[src/ssc_pkg.sv]
// Shared types and constants for the sparse-set component store.
package ssc_pkg;

    // Default sizing
    localparam int CAPACITY_DEF   = 1024;
    localparam int DATA_WIDTH_DEF = 32;

    // Fixed field widths on the ports
    localparam int ACTION_W  = 3;
    localparam int KEY_IN_W  = 12;
    localparam int POS_IN_W  = 10;
    localparam int PAY_IN_W  = 32;
    localparam int STATUS_W  = 3;
    localparam int POS_OUT_W = 10;
    localparam int ENT_OUT_W = 10;
    localparam int PAY_OUT_W = 32;
    localparam int CNT_OUT_W = 11;

    // Width of the shared add/subtract unit: holds any key, position or count
    localparam int ALU_W = 18;

    typedef enum logic [ACTION_W-1:0] {
        A_INSERT  = 3'd0,
        A_REMOVE  = 3'd1,
        A_LOOKUP  = 3'd2,
        A_UPDATE  = 3'd3,
        A_READ_AT = 3'd4
    } t_action;

    typedef enum logic [STATUS_W-1:0] {
        ST_OK        = 3'd0,
        ST_ABSENT    = 3'd1,
        ST_DUP       = 3'd2,
        ST_FULL      = 3'd3,
        ST_KEY_RANGE = 3'd4,
        ST_POS_RANGE = 3'd5
    } t_status;

    typedef enum logic {
        ALU_ADD = 1'b0,
        ALU_SUB = 1'b1
    } t_alu_op;

    typedef struct packed {
        t_alu_op          op;
        logic [ALU_W-1:0] a;
        logic [ALU_W-1:0] b;
    } t_alu_req;

    typedef struct packed {
        logic [ALU_W-1:0] value;
        logic             borrow;
    } t_alu_res;

    // Write enables from the sequencer to the three memories
    typedef struct packed {
        logic sp_we;
        logic dk_we;
        logic dp_we;
    } t_mem_we;

endpackage

[src/ssc_alu.sv]
// Shared add/subtract unit; a subtract also reports a < b through the borrow.
module ssc_alu (
    input  ssc_pkg::t_alu_req i_req,
    output ssc_pkg::t_alu_res o_res
);
    import ssc_pkg::*;

    logic [ALU_W:0] w_sum;

    // Extend by one bit so the top bit carries the borrow
    always_comb begin
        case (i_req.op)
            ALU_ADD: w_sum = {1'b0, i_req.a} + {1'b0, i_req.b};
            ALU_SUB: w_sum = {1'b0, i_req.a} - {1'b0, i_req.b};
            default: w_sum = '0;
        endcase
        o_res.value  = w_sum[ALU_W-1:0];
        o_res.borrow = w_sum[ALU_W] & (i_req.op == ALU_SUB);
    end

endmodule

[config.mk]
export PLATFORM = sky130hd
export DESIGN_NAME = ssc_alu
export DESIGN_NICKNAME = d
export VERILOG_FILES = /design/src/ssc_pkg.sv /design/src/ssc_alu.sv
export SDC_FILE = /design/constraint.sdc
export NUM_CORES = 1
export LEC_CHECK = 0
export ABC_AREA = 1
export BUFFER_PORTS_ARGS = -buffer_cell sky130_fd_sc_hd__buf_2
export CELL_PAD_IN_SITES_DETAIL_PLACEMENT = 1
export CELL_PAD_IN_SITES_GLOBAL_PLACEMENT = 2
export CORE_MARGIN = 8
export CORE_UTILIZATION = 25
export DETAILED_ROUTE_END_ITERATION = 8
export PLACE_DENSITY = 0.95
export SYNTH_ARGS = -nofsm -noshare
export SYNTH_HDL_FRONTEND = slang
export SYNTH_SLANG_ARGS = --single-unit
[constraint.sdc]
create_clock -name vclk -period 2.7
set_input_delay 0.27 -clock vclk [all_inputs]
set_output_delay 0.27 -clock vclk [all_outputs]
set_load 0.03 [all_outputs]
==> out/results.ini <==
[status]
outcome = finished, violations left
violations = setup timing

[routing]
wirelength_um = 6930
drc = 0
vias = 2199
ant_nets = 0
drt_iter0_drc = 43
via_per_inst = 4.70
drt_pass1_iterations = 4
wl_per_cell_um = 14.8

[die]
io_pins = 56
die_area_um2 = 9010
core_area_um2 = 5960
rows = 28
start_util_pct = 26.2
die_h_um = 94.9
die_w_um = 94.9

[final_layout]
stdcell_area_um2 = 2570
regArea_um2 = 0
fillCellCount = 810
nNetsFinal = 452
drive_gt1_share_pct = 43.3
design.seq.count = 0
antenna_cells = 0
clkbuf_count = 0
syn_to_final_growth_pct = 65.2
fin_util_pct = 43.2

[placement]
place_area_um2 = 2140
io_buffers = 56
gp_congestion = 0.804
place_ws_ps = -198
hpwl_um = 5390

[critical_path]
crit_fanout = 4
crit_chain = buf_2 > inv_2 > nand3_2 > nor2_4 > nand2_1 > nand2_2 > nand2_1 > xor2_1 > ha_2 > nand2_2 > inv_2 > nand2_2 > nor3_2 > nand2_1 > nand2_1 > nand2_1 > nand2_1 > buf_6
worstSetupPathType = input pin to output port
worstSetupEndpointType = output port
cp_top_family = simple AND/OR/NAND/NOR gates
arrival_ps = 2460
critical_path_buf_inv_count = 4
cp_common_cell = nand2_1
critPathMaxStageDelay_ps = 400
worstPathRequired_ps = 2430
path_depth = 18
worst_path_max_delay_cell = ha_2
start_kind = input pin

[global_routing]
grt_pass1_vias = 2269
grt_usage_pct = 13.3
antenna_found_initial = 0
grt_pass1_wl_um = 10000
grt_overflow = 0
grt_max_degree = 9

[synth]
yosys.area_share.xor_xnor_pct = 11.8
netlist_area_um2 = 1560
synth_fa_ha_area_share_pct = 16.5
synth_top_family_by_area = simple AND/OR/NAND/NOR gates
synth-seq-area-share_pct = 0
synth_compound_area_share_pct = 10.9
ys_types = 25
syn_area_per_cell_um2 = 5.12
yosysWarnings = 0
postSynthCellCount = 304
syn_nets = 361
synthSimpleGateAreaFrac_pct = 46.7
synthMuxAreaShare_pct = 0

[timing]
finalCritPeriodShare_pct = 101
worst_slew_pin_slew_ps = 291
relSlewSlack_pct = 80.6
drv_slew = 0
rsz0062_at_grt = yes
finalSetupViolations = 1
setup_ws_ps = -31.9
hold_viol = 0
hold_ws_ps = 995
fmax_ghz = 0.366
fin_setup_tns_ps = -31.9
min_period_ps = 2730

[run]
cap_violations = 0

[pwr]
peakVddDrop_uv = 204
powerDensity_nw_per_um2 = 365
p_leak_nw = 1.37

[min_path]
min_path_type = input pin to output port
hold_depth = 5
hold_path_startpoint = i_req[18]
hold_path_end = o_res[1]

[clocking]
cts_hold_buf = 0

-- repair_timing --
action | in CTS | in global routing
pin swaps | 9 | 25
buffers inserted | 2 | 5
endpoints found under the setup margin | 12 | 14
resized for setup | 22 | 86
-- per-stage QoR --
stage | power [mW] | instances
6_report | 0.940 | 468
2_1_floorplan | 0.505 | 304
3_5_place_dp | 0.774 | 461
4_1_cts | 0.808 | 463
5_1_grt | 1.02 | 468
3_3_place_gp | 0.754 | 461
-- where the power goes --
part           total (mW)  switching, mW  internal (mW)  leakage, nW
Clock                   0              0              0            0
Sequential              0              0              0            0
Combinational       0.940          0.571          0.369         1.37
-- worst min-delay path: cells and delay by family --
kind,cells,cell delay [ps]
adder cells (fa/ha/maj),1,110
buffers and inverters,4,330
-- worst max path at each step --
stage	slack [ps]	startpoint	end
global placement	-80	i_req[0]	o_res[18]
CTS	-10	i_req[0]	o_res[0]
detailed placement	-200	i_req[0]	o_res[14]
floorplan	40	i_req[0]	o_res[10]
finish	-30	i_req[2]	o_res[17]
global route	-150	i_req[2]	o_res[17]
-- layout make-up --
type	instances	area, um^2	share of cell area [%]
multi-input combinational	246	1650	64.2
tap	75	93.8	3.65
inverter	56	226	8.80
timing repair buffer	91	601	23.3
-- cells in the mapped netlist (2+ instances only) --
| cell | number | area, um^2 |
|---|---|---|
| a21oi_1 | 18 | 90.1 |
| ha_1 | 19 | 238 |
| inv_1 | 54 | 203 |
| nand2_1 | 102 | 383 |
| nand2_2 | 4 | 25.0 |
| nand3_1 | 25 | 125 |
| nand3_2 | 2 | 20.0 |
| nor2_1 | 32 | 120 |
| nor2_2 | 2 | 12.5 |
| nor3_1 | 2 | 10.0 |
| o21ai_0 | 10 | 50.1 |
| o21ai_2 | 2 | 17.5 |
| xnor2_1 | 5 | 43.8 |
| xor2_1 | 16 | 140 |
-- per-layer routing --
| layer | share of wire [%] | up-vias | track usage [%] |
|---|---|---|---|
| met3 | 3.2 | 8 | 1.27 |
| met5 | 0 | - | 0 |
| met1 | 42 | 1035 | 15.6 |
| li1 | - | 1123 | - |
| met4 | 1.2 | 0 | 0.910 |
| met2 | 53 | 33 | 26.0 |
-- cell usage in the layout (no fill, tap or decap), types with 2 or more instances in the layout --
cell type,count
nand2_1,85
inv_1,48
buf_2,45
buf_4,37
nand3_1,21
nand2_2,20
nor2_1,19
xor2_1,16
nor2_2,12
a21oi_2,11
ha_4,9
ha_1,8
a21oi_1,7
buf_6,6
nand3_2,5
o21ai_1,5
nor2_4,4
inv_2,4
o21ai_0,4
xnor2_1,4
o21ai_2,3
nor3_2,2
ha_2,2
clkbuf_4,2
-- cell families (layout without fill, tap and decap cells) --
| logic type | count (synthesis) | after routing |
|---|---|---|
| xor gates and xnor gates | 21 | 21 |
| and+or+nand+nor | 173 | 173 |
| AOI/OAI and AO/OA | 32 | 32 |
| adders and majority gates | 20 | 20 |
| buffers and inverters | 58 | 147 |
Power figures use the tool's default switching activity.
