==> config.mk <==
export PLATFORM = sky130hd
export DESIGN_NAME = ssc_seq
export DESIGN_NICKNAME = d
export VERILOG_FILES = /design/src/ssc_pkg.sv /design/src/ssc_seq.sv
export SDC_FILE = /design/constraint.sdc
export NUM_CORES = 1
export LEC_CHECK = 0
export ABC_AREA = 1
export BUFFER_PORTS_ARGS = -buffer_cell sky130_fd_sc_hd__buf_2
export CAP_MARGIN = 25
export CORE_AREA = 2 2 140 142
export DETAILED_ROUTE_END_ITERATION = 8
export DIE_AREA = 0 0 142 144
export GPL_TIMING_DRIVEN = 0
export PLACE_DENSITY_LB_ADDON = 0.12
export SLEW_MARGIN = 0
export SYNTH_ARGS = -nofsm -noshare
export SYNTH_HDL_FRONTEND = slang
export SYNTH_SLANG_ARGS = --single-unit
==> constraint.sdc <==
create_clock -name i_clk -period 5.5 [get_ports i_clk]
set_input_delay 0.825 -clock i_clk [delete_from_list [all_inputs] [get_ports i_clk]]
set_output_delay 0.825 -clock i_clk [all_outputs]
set_load 0.1 [all_outputs]
==> src/ssc_pkg.sv <==
// Shared types and constants for the sparse-set component store.
package ssc_pkg;

    // Default sizing
    localparam int CAPACITY_DEF   = 1024;
    localparam int DATA_WIDTH_DEF = 32;

    // Fixed field widths on the ports
    localparam int ACTION_W  = 3;
    localparam int KEY_IN_W  = 12;
    localparam int POS_IN_W  = 10;
    localparam int PAY_IN_W  = 32;
    localparam int STATUS_W  = 3;
    localparam int POS_OUT_W = 10;
    localparam int ENT_OUT_W = 10;
    localparam int PAY_OUT_W = 32;
    localparam int CNT_OUT_W = 11;

    // Width of the shared add/subtract unit: holds any key, position or count
    localparam int ALU_W = 18;

    typedef enum logic [ACTION_W-1:0] {
        A_INSERT  = 3'd0,
        A_REMOVE  = 3'd1,
        A_LOOKUP  = 3'd2,
        A_UPDATE  = 3'd3,
        A_READ_AT = 3'd4
    } t_action;

    typedef enum logic [STATUS_W-1:0] {
        ST_OK        = 3'd0,
        ST_ABSENT    = 3'd1,
        ST_DUP       = 3'd2,
        ST_FULL      = 3'd3,
        ST_KEY_RANGE = 3'd4,
        ST_POS_RANGE = 3'd5
    } t_status;

    typedef enum logic {
        ALU_ADD = 1'b0,
        ALU_SUB = 1'b1
    } t_alu_op;

    typedef struct packed {
        t_alu_op          op;
        logic [ALU_W-1:0] a;
        logic [ALU_W-1:0] b;
    } t_alu_req;

    typedef struct packed {
        logic [ALU_W-1:0] value;
        logic             borrow;
    } t_alu_res;

    // Write enables from the sequencer to the three memories
    typedef struct packed {
        logic sp_we;
        logic dk_we;
        logic dp_we;
    } t_mem_we;

endpackage

==> src/ssc_seq.sv <==
// Sequencer: steps one request through memory reads, checks and write-backs.
module ssc_seq #(
    parameter int CAPACITY   = ssc_pkg::CAPACITY_DEF,
    parameter int DATA_WIDTH = ssc_pkg::DATA_WIDTH_DEF,
    localparam int KEY_W     = $clog2(CAPACITY),
    localparam int CNT_W     = $clog2(CAPACITY + 1)
) (
    input  logic                           i_clk,
    input  logic                           i_rst_n,
    input  logic                           i_start,
    input  logic [ssc_pkg::ACTION_W-1:0]   i_action,
    input  logic [ssc_pkg::KEY_IN_W-1:0]   i_entity_index,
    input  logic [ssc_pkg::POS_IN_W-1:0]   i_position,
    input  logic [DATA_WIDTH-1:0]          i_payload,
    output logic                           o_busy,
    // memory side
    output ssc_pkg::t_mem_we               o_we,
    output logic [KEY_W-1:0]               o_sp_raddr,
    output logic [KEY_W-1:0]               o_sp_waddr,
    output logic [KEY_W:0]                 o_sp_wdata,
    input  logic [KEY_W:0]                 i_sp_rd,
    output logic [KEY_W-1:0]               o_dk_raddr,
    output logic [KEY_W-1:0]               o_dk_waddr,
    output logic [KEY_W-1:0]               o_dk_wdata,
    input  logic [KEY_W-1:0]               i_dk_rd,
    output logic [KEY_W-1:0]               o_dp_raddr,
    output logic [KEY_W-1:0]               o_dp_waddr,
    output logic [DATA_WIDTH-1:0]          o_dp_wdata,
    input  logic [DATA_WIDTH-1:0]          i_dp_rd,
    // shared unit
    output ssc_pkg::t_alu_req              o_alu_req,
    input  ssc_pkg::t_alu_res              i_alu_res,
    // result
    output logic                           o_valid,
    output logic [ssc_pkg::STATUS_W-1:0]   o_status,
    output logic                           o_present,
    output logic [KEY_W-1:0]               o_dpos,
    output logic [KEY_W-1:0]               o_ent,
    output logic [DATA_WIDTH-1:0]          o_pout,
    output logic [CNT_W-1:0]               o_count
);
    import ssc_pkg::*;

    typedef enum logic [10:0] {
        S_IDLE  = 11'b000_0000_0001,
        S_CLEAR = 11'b000_0000_0010,
        S_CHK   = 11'b000_0000_0100,
        S_DEC   = 11'b000_0000_1000,
        S_DATA  = 11'b000_0001_0000,
        S_INS   = 11'b000_0010_0000,
        S_UPD   = 11'b000_0100_0000,
        S_RM1   = 11'b000_1000_0000,
        S_RM2   = 11'b001_0000_0000,
        S_RM3   = 11'b010_0000_0000,
        S_RESP  = 11'b100_0000_0000
    } t_state;

    t_state                r_state, n_state;
    t_state                w_dec_next;
    t_status               w_dec_status;
    t_status               r_status;
    logic [KEY_W-1:0]      r_clr;
    logic [CNT_W-1:0]      r_count;
    logic [ACTION_W-1:0]   r_action;
    logic [KEY_IN_W-1:0]   r_key;
    logic [POS_IN_W-1:0]   r_position;
    logic [DATA_WIDTH-1:0] r_payload;
    logic                  r_key_ok;
    logic                  r_present;
    logic [KEY_W-1:0]      r_p;
    logic [KEY_W-1:0]      r_last;
    logic [KEY_W-1:0]      r_moved;
    logic [KEY_W-1:0]      r_dpos;
    logic [KEY_W-1:0]      r_ent;
    logic [DATA_WIDTH-1:0] r_pout;
    logic [31:0]           w_in_key_ext;
    logic [31:0]           w_key_ext;
    logic [31:0]           w_pos_ext;
    logic [31:0]           w_clr_ext;
    logic [KEY_W-1:0]      w_key_a;
    logic [KEY_W-1:0]      w_pos_a;
    logic                  w_last_clr;
    logic                  w_is_read_at;
    logic                  w_sp_hit;

    // Address forms of the key and position
    assign w_in_key_ext = 32'(i_entity_index);
    assign w_key_ext    = 32'(r_key);
    assign w_pos_ext    = 32'(r_position);
    assign w_clr_ext    = 32'(r_clr);
    assign w_key_a      = w_key_ext[KEY_W-1:0];
    assign w_pos_a      = w_pos_ext[KEY_W-1:0];
    assign w_last_clr   = (w_clr_ext == 32'(CAPACITY - 1));
    assign w_is_read_at = (r_action == A_READ_AT);
    assign w_sp_hit     = i_alu_res.borrow & i_sp_rd[KEY_W];

    // Drive the shared unit from the current step
    always_comb begin
        o_alu_req.op = ALU_SUB;
        o_alu_req.a  = '0;
        o_alu_req.b  = '0;
        case (r_state)
            S_CHK: begin
                o_alu_req.a = ALU_W'(r_key);
                o_alu_req.b = ALU_W'(CAPACITY);
            end
            S_DEC: begin
                case (r_action)
                    A_READ_AT: begin
                        o_alu_req.a = ALU_W'(r_position);
                        o_alu_req.b = ALU_W'(r_count);
                    end
                    A_REMOVE: begin
                        o_alu_req.a = ALU_W'(r_count);
                        o_alu_req.b = ALU_W'(1);
                    end
                    default: begin
                        o_alu_req.a = ALU_W'(r_count);
                        o_alu_req.b = ALU_W'(CAPACITY);
                    end
                endcase
            end
            S_INS: begin
                o_alu_req.op = ALU_ADD;
                o_alu_req.a  = ALU_W'(r_count);
                o_alu_req.b  = ALU_W'(1);
            end
            default: ;
        endcase
    end

    // Decide the path and status once key and count checks are known
    always_comb begin
        w_dec_next   = S_RESP;
        w_dec_status = ST_OK;
        if (w_is_read_at) begin
            if (i_alu_res.borrow) begin
                w_dec_next = S_DATA;
            end else begin
                w_dec_status = ST_POS_RANGE;
            end
        end else if (!r_key_ok) begin
            w_dec_status = ST_KEY_RANGE;
        end else begin
            case (r_action)
                A_INSERT: begin
                    if (r_present) begin
                        w_dec_status = ST_DUP;
                        w_dec_next   = S_DATA;
                    end else if (i_alu_res.borrow) begin
                        w_dec_next = S_INS;
                    end else begin
                        w_dec_status = ST_FULL;
                    end
                end
                A_REMOVE: begin
                    if (!r_present || r_count == '0) begin
                        w_dec_status = ST_ABSENT;
                    end else begin
                        w_dec_next = S_RM1;
                    end
                end
                A_UPDATE: begin
                    if (!r_present || r_count == '0) begin
                        w_dec_status = ST_ABSENT;
                    end else begin
                        w_dec_next = S_UPD;
                    end
                end
                A_LOOKUP: begin
                    if (!r_present || r_count == '0) begin
                        w_dec_status = ST_ABSENT;
                    end else begin
                        w_dec_next = S_DATA;
                    end
                end
                default: begin
                    if (!r_present || r_count == '0) begin
                        w_dec_status = ST_ABSENT;
                    end else begin
                        w_dec_next = S_DATA;
                    end
                end
            endcase
        end
    end

    // Advance the sequencer
    always_comb begin
        n_state = r_state;
        case (r_state)
            S_CLEAR: if (w_last_clr) n_state = S_IDLE;
            S_IDLE:  if (i_start) n_state = S_CHK;
            S_CHK:   n_state = S_DEC;
            S_DEC:   n_state = w_dec_next;
            S_DATA:  n_state = S_RESP;
            S_INS:   n_state = S_RESP;
            S_UPD:   n_state = S_RESP;
            S_RM1:   n_state = S_RM2;
            S_RM2:   n_state = S_RM3;
            S_RM3:   n_state = S_RESP;
            S_RESP:  n_state = S_IDLE;
            default: n_state = S_IDLE;
        endcase
    end

    // Control state: sweep the sparse map after reset, keep the member count
    always_ff @(posedge i_clk) begin
        if (!i_rst_n) begin
            r_state <= S_CLEAR;
            r_clr   <= '0;
            r_count <= '0;
        end else begin
            r_state <= n_state;
            if (r_state == S_CLEAR) r_clr <= r_clr + 1'b1;
            if (r_state == S_INS) r_count <= i_alu_res.value[CNT_W-1:0];
            if (r_state == S_RM3) r_count <= CNT_W'(r_last);
        end
    end

    // Request fields and result assembly
    always_ff @(posedge i_clk) begin
        case (r_state)
            S_IDLE: begin
                if (i_start) begin
                    r_action   <= i_action;
                    r_key      <= i_entity_index;
                    r_position <= i_position;
                    r_payload  <= i_payload;
                    r_status   <= ST_OK;
                    r_dpos     <= '0;
                    r_ent      <= '0;
                    r_pout     <= '0;
                end
            end
            S_CHK: begin
                r_key_ok  <= i_alu_res.borrow;
                r_present <= w_sp_hit;
                r_p       <= w_sp_hit ? i_sp_rd[KEY_W-1:0] : '0;
            end
            S_DEC: begin
                r_status <= w_dec_status;
                r_last   <= i_alu_res.value[KEY_W-1:0];
                if (w_is_read_at) begin
                    if (i_alu_res.borrow) r_dpos <= w_pos_a;
                end else if (r_present) begin
                    r_dpos <= r_p;
                end
            end
            S_DATA: begin
                r_pout <= i_dp_rd;
                if (w_is_read_at) r_ent <= i_dk_rd;
            end
            S_INS: begin
                r_dpos <= r_count[KEY_W-1:0];
                r_pout <= r_payload;
            end
            S_UPD: begin
                r_pout <= r_payload;
            end
            S_RM1: begin
                r_pout  <= i_dp_rd;
                r_moved <= i_dk_rd;
            end
            default: ;
        endcase
    end

    // Read addresses: sparse on accept, dense in the decide step and for the last slot
    assign o_sp_raddr = w_in_key_ext[KEY_W-1:0];
    assign o_dk_raddr = w_is_read_at ? w_pos_a : i_alu_res.value[KEY_W-1:0];
    assign o_dp_raddr = (r_state == S_RM1) ? r_last : (w_is_read_at ? w_pos_a : r_p);

    // Write-backs per step
    always_comb begin
        o_we       = '0;
        o_sp_waddr = w_key_a;
        o_sp_wdata = '0;
        o_dk_waddr = r_p;
        o_dk_wdata = r_moved;
        o_dp_waddr = r_p;
        o_dp_wdata = i_dp_rd;
        case (r_state)
            S_CLEAR: begin
                o_we.sp_we = 1'b1;
                o_sp_waddr = r_clr;
            end
            S_INS: begin
                o_we.sp_we = 1'b1;
                o_we.dk_we = 1'b1;
                o_we.dp_we = 1'b1;
                o_sp_wdata = {1'b1, r_count[KEY_W-1:0]};
                o_dk_waddr = r_count[KEY_W-1:0];
                o_dk_wdata = w_key_a;
                o_dp_waddr = r_count[KEY_W-1:0];
                o_dp_wdata = r_payload;
            end
            S_UPD: begin
                o_we.dp_we = 1'b1;
                o_dp_wdata = r_payload;
            end
            S_RM2: begin
                // move the last entry into the freed slot and repoint its key
                o_we.sp_we = 1'b1;
                o_we.dk_we = 1'b1;
                o_we.dp_we = 1'b1;
                o_sp_waddr = r_moved;
                o_sp_wdata = {1'b1, r_p};
            end
            S_RM3: begin
                // drop the removed key last so a self-move ends absent
                o_we.sp_we = 1'b1;
            end
            default: ;
        endcase
    end

    assign o_busy    = (r_state != S_IDLE);
    assign o_valid   = (r_state == S_RESP);
    assign o_status  = r_status;
    assign o_present = r_present;
    assign o_dpos    = r_dpos;
    assign o_ent     = r_ent;
    assign o_pout    = r_pout;
    assign o_count   = r_count;

endmodule

==> metrics.txt <==
status=finished, final reports clean; VDD IR max=0.215 mV; CTS tree=built; Worst Setup Start Kind=flop; Synth area leader=edfxtp_1; fin crit period=3.84 ns; number of global-route vias before repair=7227; Final GP Congestion=0.872; period utilization=69.9%; Critical Path Sink Type=output port; final setup violating endpoints=0; initial antenna violation count=1; slowest CP cell=buf_2; clk root buf=clkbuf_16; sink of the worst hold path=r_clr[7]; Total GRT Usage=25.9%; hpwl dp=20.8 mm; Crit Path Class=reg2out; sequential-to-total area share from yosys stat=59.0%; TritonCTS Sinks=176; reg-to-reg slack, setup=3.10 ns; Via density=5.03; ANT nets after route=0; # rows=51; FILL cells=1747; Sum Neg Setup Slack=0 ns; pre-CTS WS=2.14 ns; hold path depth=2; Post-Syn Area=0.00842 mm²; Max Root-Sink Buffers=2; worst-skew pair later-pin latency=0.43 ns; YS warnings=0; final hold vios=0; Layout area overhead=32.2%; Remaining Overflow, GRT=0; largest stage delay on the critical path=0.48 ns; cts hold-fix bufs=0; worst hold start=r_clr[7]; Crit Path Max Fanout=21; WL/cell=17.5 µm; Initial Util=44.1%; Residual DRC=0; DR pass1 iterations=7; average cell area after synthesis=9.14 µm²; Worst EP arrival=3.02 ns; CP Cell Sequence=nor2_2 > nand2_2 > nor2_4 > nand2_1 > inv_1 > buf_2 > nand2_1 > o2111ai_1 > buf_2; core area=0.0191 mm²; Relative slew margins=54.3%; largest net degree at the start of global routing=27; worst path required time=4.68 ns; Pwr per Cell Area=289 mW/mm²; Post-CTS Resized=0; placed insts=1509; Reg clk slew, reported paths=0.07 ns; overall routed net length=27.0 mm; Top Ports=354; die area=0.0204 mm²; first-pass GRT wire length=39.4 mm; DIE HEIGHT=144 µm; area taken by multi-input logic gates=0.00255 mm²; reg2reg path depth=9; H-tree levels=4; hold_ws=0.481 ns; share of cells above drive strength 1=33.6%; Mapped Cells=921; Seq cells post-synth=176; maxcap violations=0; non-filler cells, final=1542; worst r2r src=r_state[10]; Max Freq=260 MHz; Die Span X=142 µm; FF+latch area=0.00496 mm²; Final Max Tran Viols=0; Crit path buffers/inverters=3; Slew @ Worst Pin=0.681 ns; PnR worst setup slack=1.66 ns; Synth area leaders=edfxtp_1 (51%), nand2_1 (9.2%), dfxtp_1 (7.6%); static leakage=0.00526 µW; share of the synthesized area in the top cell type=51.4%; crit-path leading delay family=buffers and inverters; Worst Setup SP=r_state[10]; commonest non-fill, non-tap cell in the layout=buf_2; commonest non-fill, non-tap cells in the layout=buf_2 (345), nand2_1 (207), edfxtp_1 (144); CTS Buf Count=17; count of cell types in the netlist=34; setup bufs post-CTS=0; I/O Buffers=333; end of the worst register-to-register path=o_pout[23]; initial detailed-routing violation count=534; Final #Nets=1423; DR vias=7755; total power=3220 µW; RSZ-0062 raised after global routing=no; Hold Path Class=reg2reg; skew final=0.0102 ns
==> worst min-delay path: stages (launching register included) <==
cell     delay, ns
dfxtp_1       0.32
nand2_1       0.06
a21oi_1       0.06
==> report_power, final <==
part | switching, µW | internal, µW
Sequential | 10.3 | 1450
Clock | 539 | 676
Combinational | 448 | 98.4
==> how the worst max path moves through the flow <==
| stage | depth (start not counted) | to | slack (ns) |
|---|---|---|---|
| after floorplan | 8 | o_dp_waddr[0] | 1.02 |
| after global placement | 3 | r_position[9] | 0.22 |
| after detailed placement | 9 | o_alu_req[20] | 2.14 |
| after CTS | 9 | o_alu_req[20] | 1.67 |
| after global routing | 9 | o_alu_req[20] | 1.49 |
| final | 9 | o_alu_req[22] | 1.66 |
==> per-layer routing <==
| layer | up-vias | GRT usage, % | share of wire, % | wire [µm] |
|---|---|---|---|---|
| met5 | - | 0 | 0 | 0 |
| met4 | 0 | 8.58 | 2.7 | 718 |
| met3 | 41 | 6.52 | 8.9 | 2400 |
| met2 | 437 | 44.6 | 49 | 13200 |
| met1 | 3523 | 32.0 | 40 | 10700 |
| li1 | 3754 | - | - | - |
==> cell type report <==
| type | instances | area share [%] |
|---|---|---|
| Sequential cell | 176 | 44.6 |
| Multi-Input combinational cell | 548 | 22.9 |
| Timing Repair Buffer | 338 | 15.8 |
| Inverter | 139 | 4.69 |
| Buffer | 70 | 4.05 |
| Clock buffer | 17 | 3.82 |
| Tap cell | 238 | 2.68 |
| Clock inverter | 15 | 1.43 |
| Antenna cell | 1 | 0.0225 |
==> state kept, by name (all words and copies together) (netlist names), 11 cells and up <==
register   flops
o_count       11
o_pout        32
r_payload     32
r_state       11
r_key         12
==> cell usage after synthesis <==
master and count:
nand2_2 4, nor2_4 4, a31oi_1 1, nor4_2 1, nor3_1 14, a21boi_0 1, nand4_1 4, a21oi_1 19
ha_1 1, inv_2 3, o211ai_1 2, nor3b_1 2, buf_6 5, o22ai_1 2, dfxtp_1 32, o221ai_1 9
a211oi_1 2, clkbuf_1 17, buf_4 36, o21bai_1 1, nor4_1 1, nand3_1 39, nor2_2 2, inv_1 135
conb_1 1, o21ai_0 101, buf_2 12, nor2_1 75, nand2_1 207, o2111ai_1 8, o21ai_1 32, edfxtp_1 144
xor2_1 3, clkinv_1 1
==> logic make-up after synthesis <==
family,share of synthesized area [%]
and+or+nand+nor,17.4
buffers and inverters,11.5
AOI/OAI and AO/OA,11.6
DFF,59.0
xor gates and xnor gates,0.312
adders and majority gates,0.149
other,0.0445
==> per-stage QoR <==
| stage | area [µm²] | util (%) |
|---|---|---|
| 2_1_floorplan | 8460 | - |
| 3_3_place_gp | 10400 | 54.7 |
| 3_5_place_dp | 10500 | 55.3 |
| 4_1_cts | 11100 | 58.3 |
| 5_1_grt | 11100 | 58.3 |
| 6_report | 11100 | 58.3 |
Note: power is estimated with default switching activity, not from simulation.
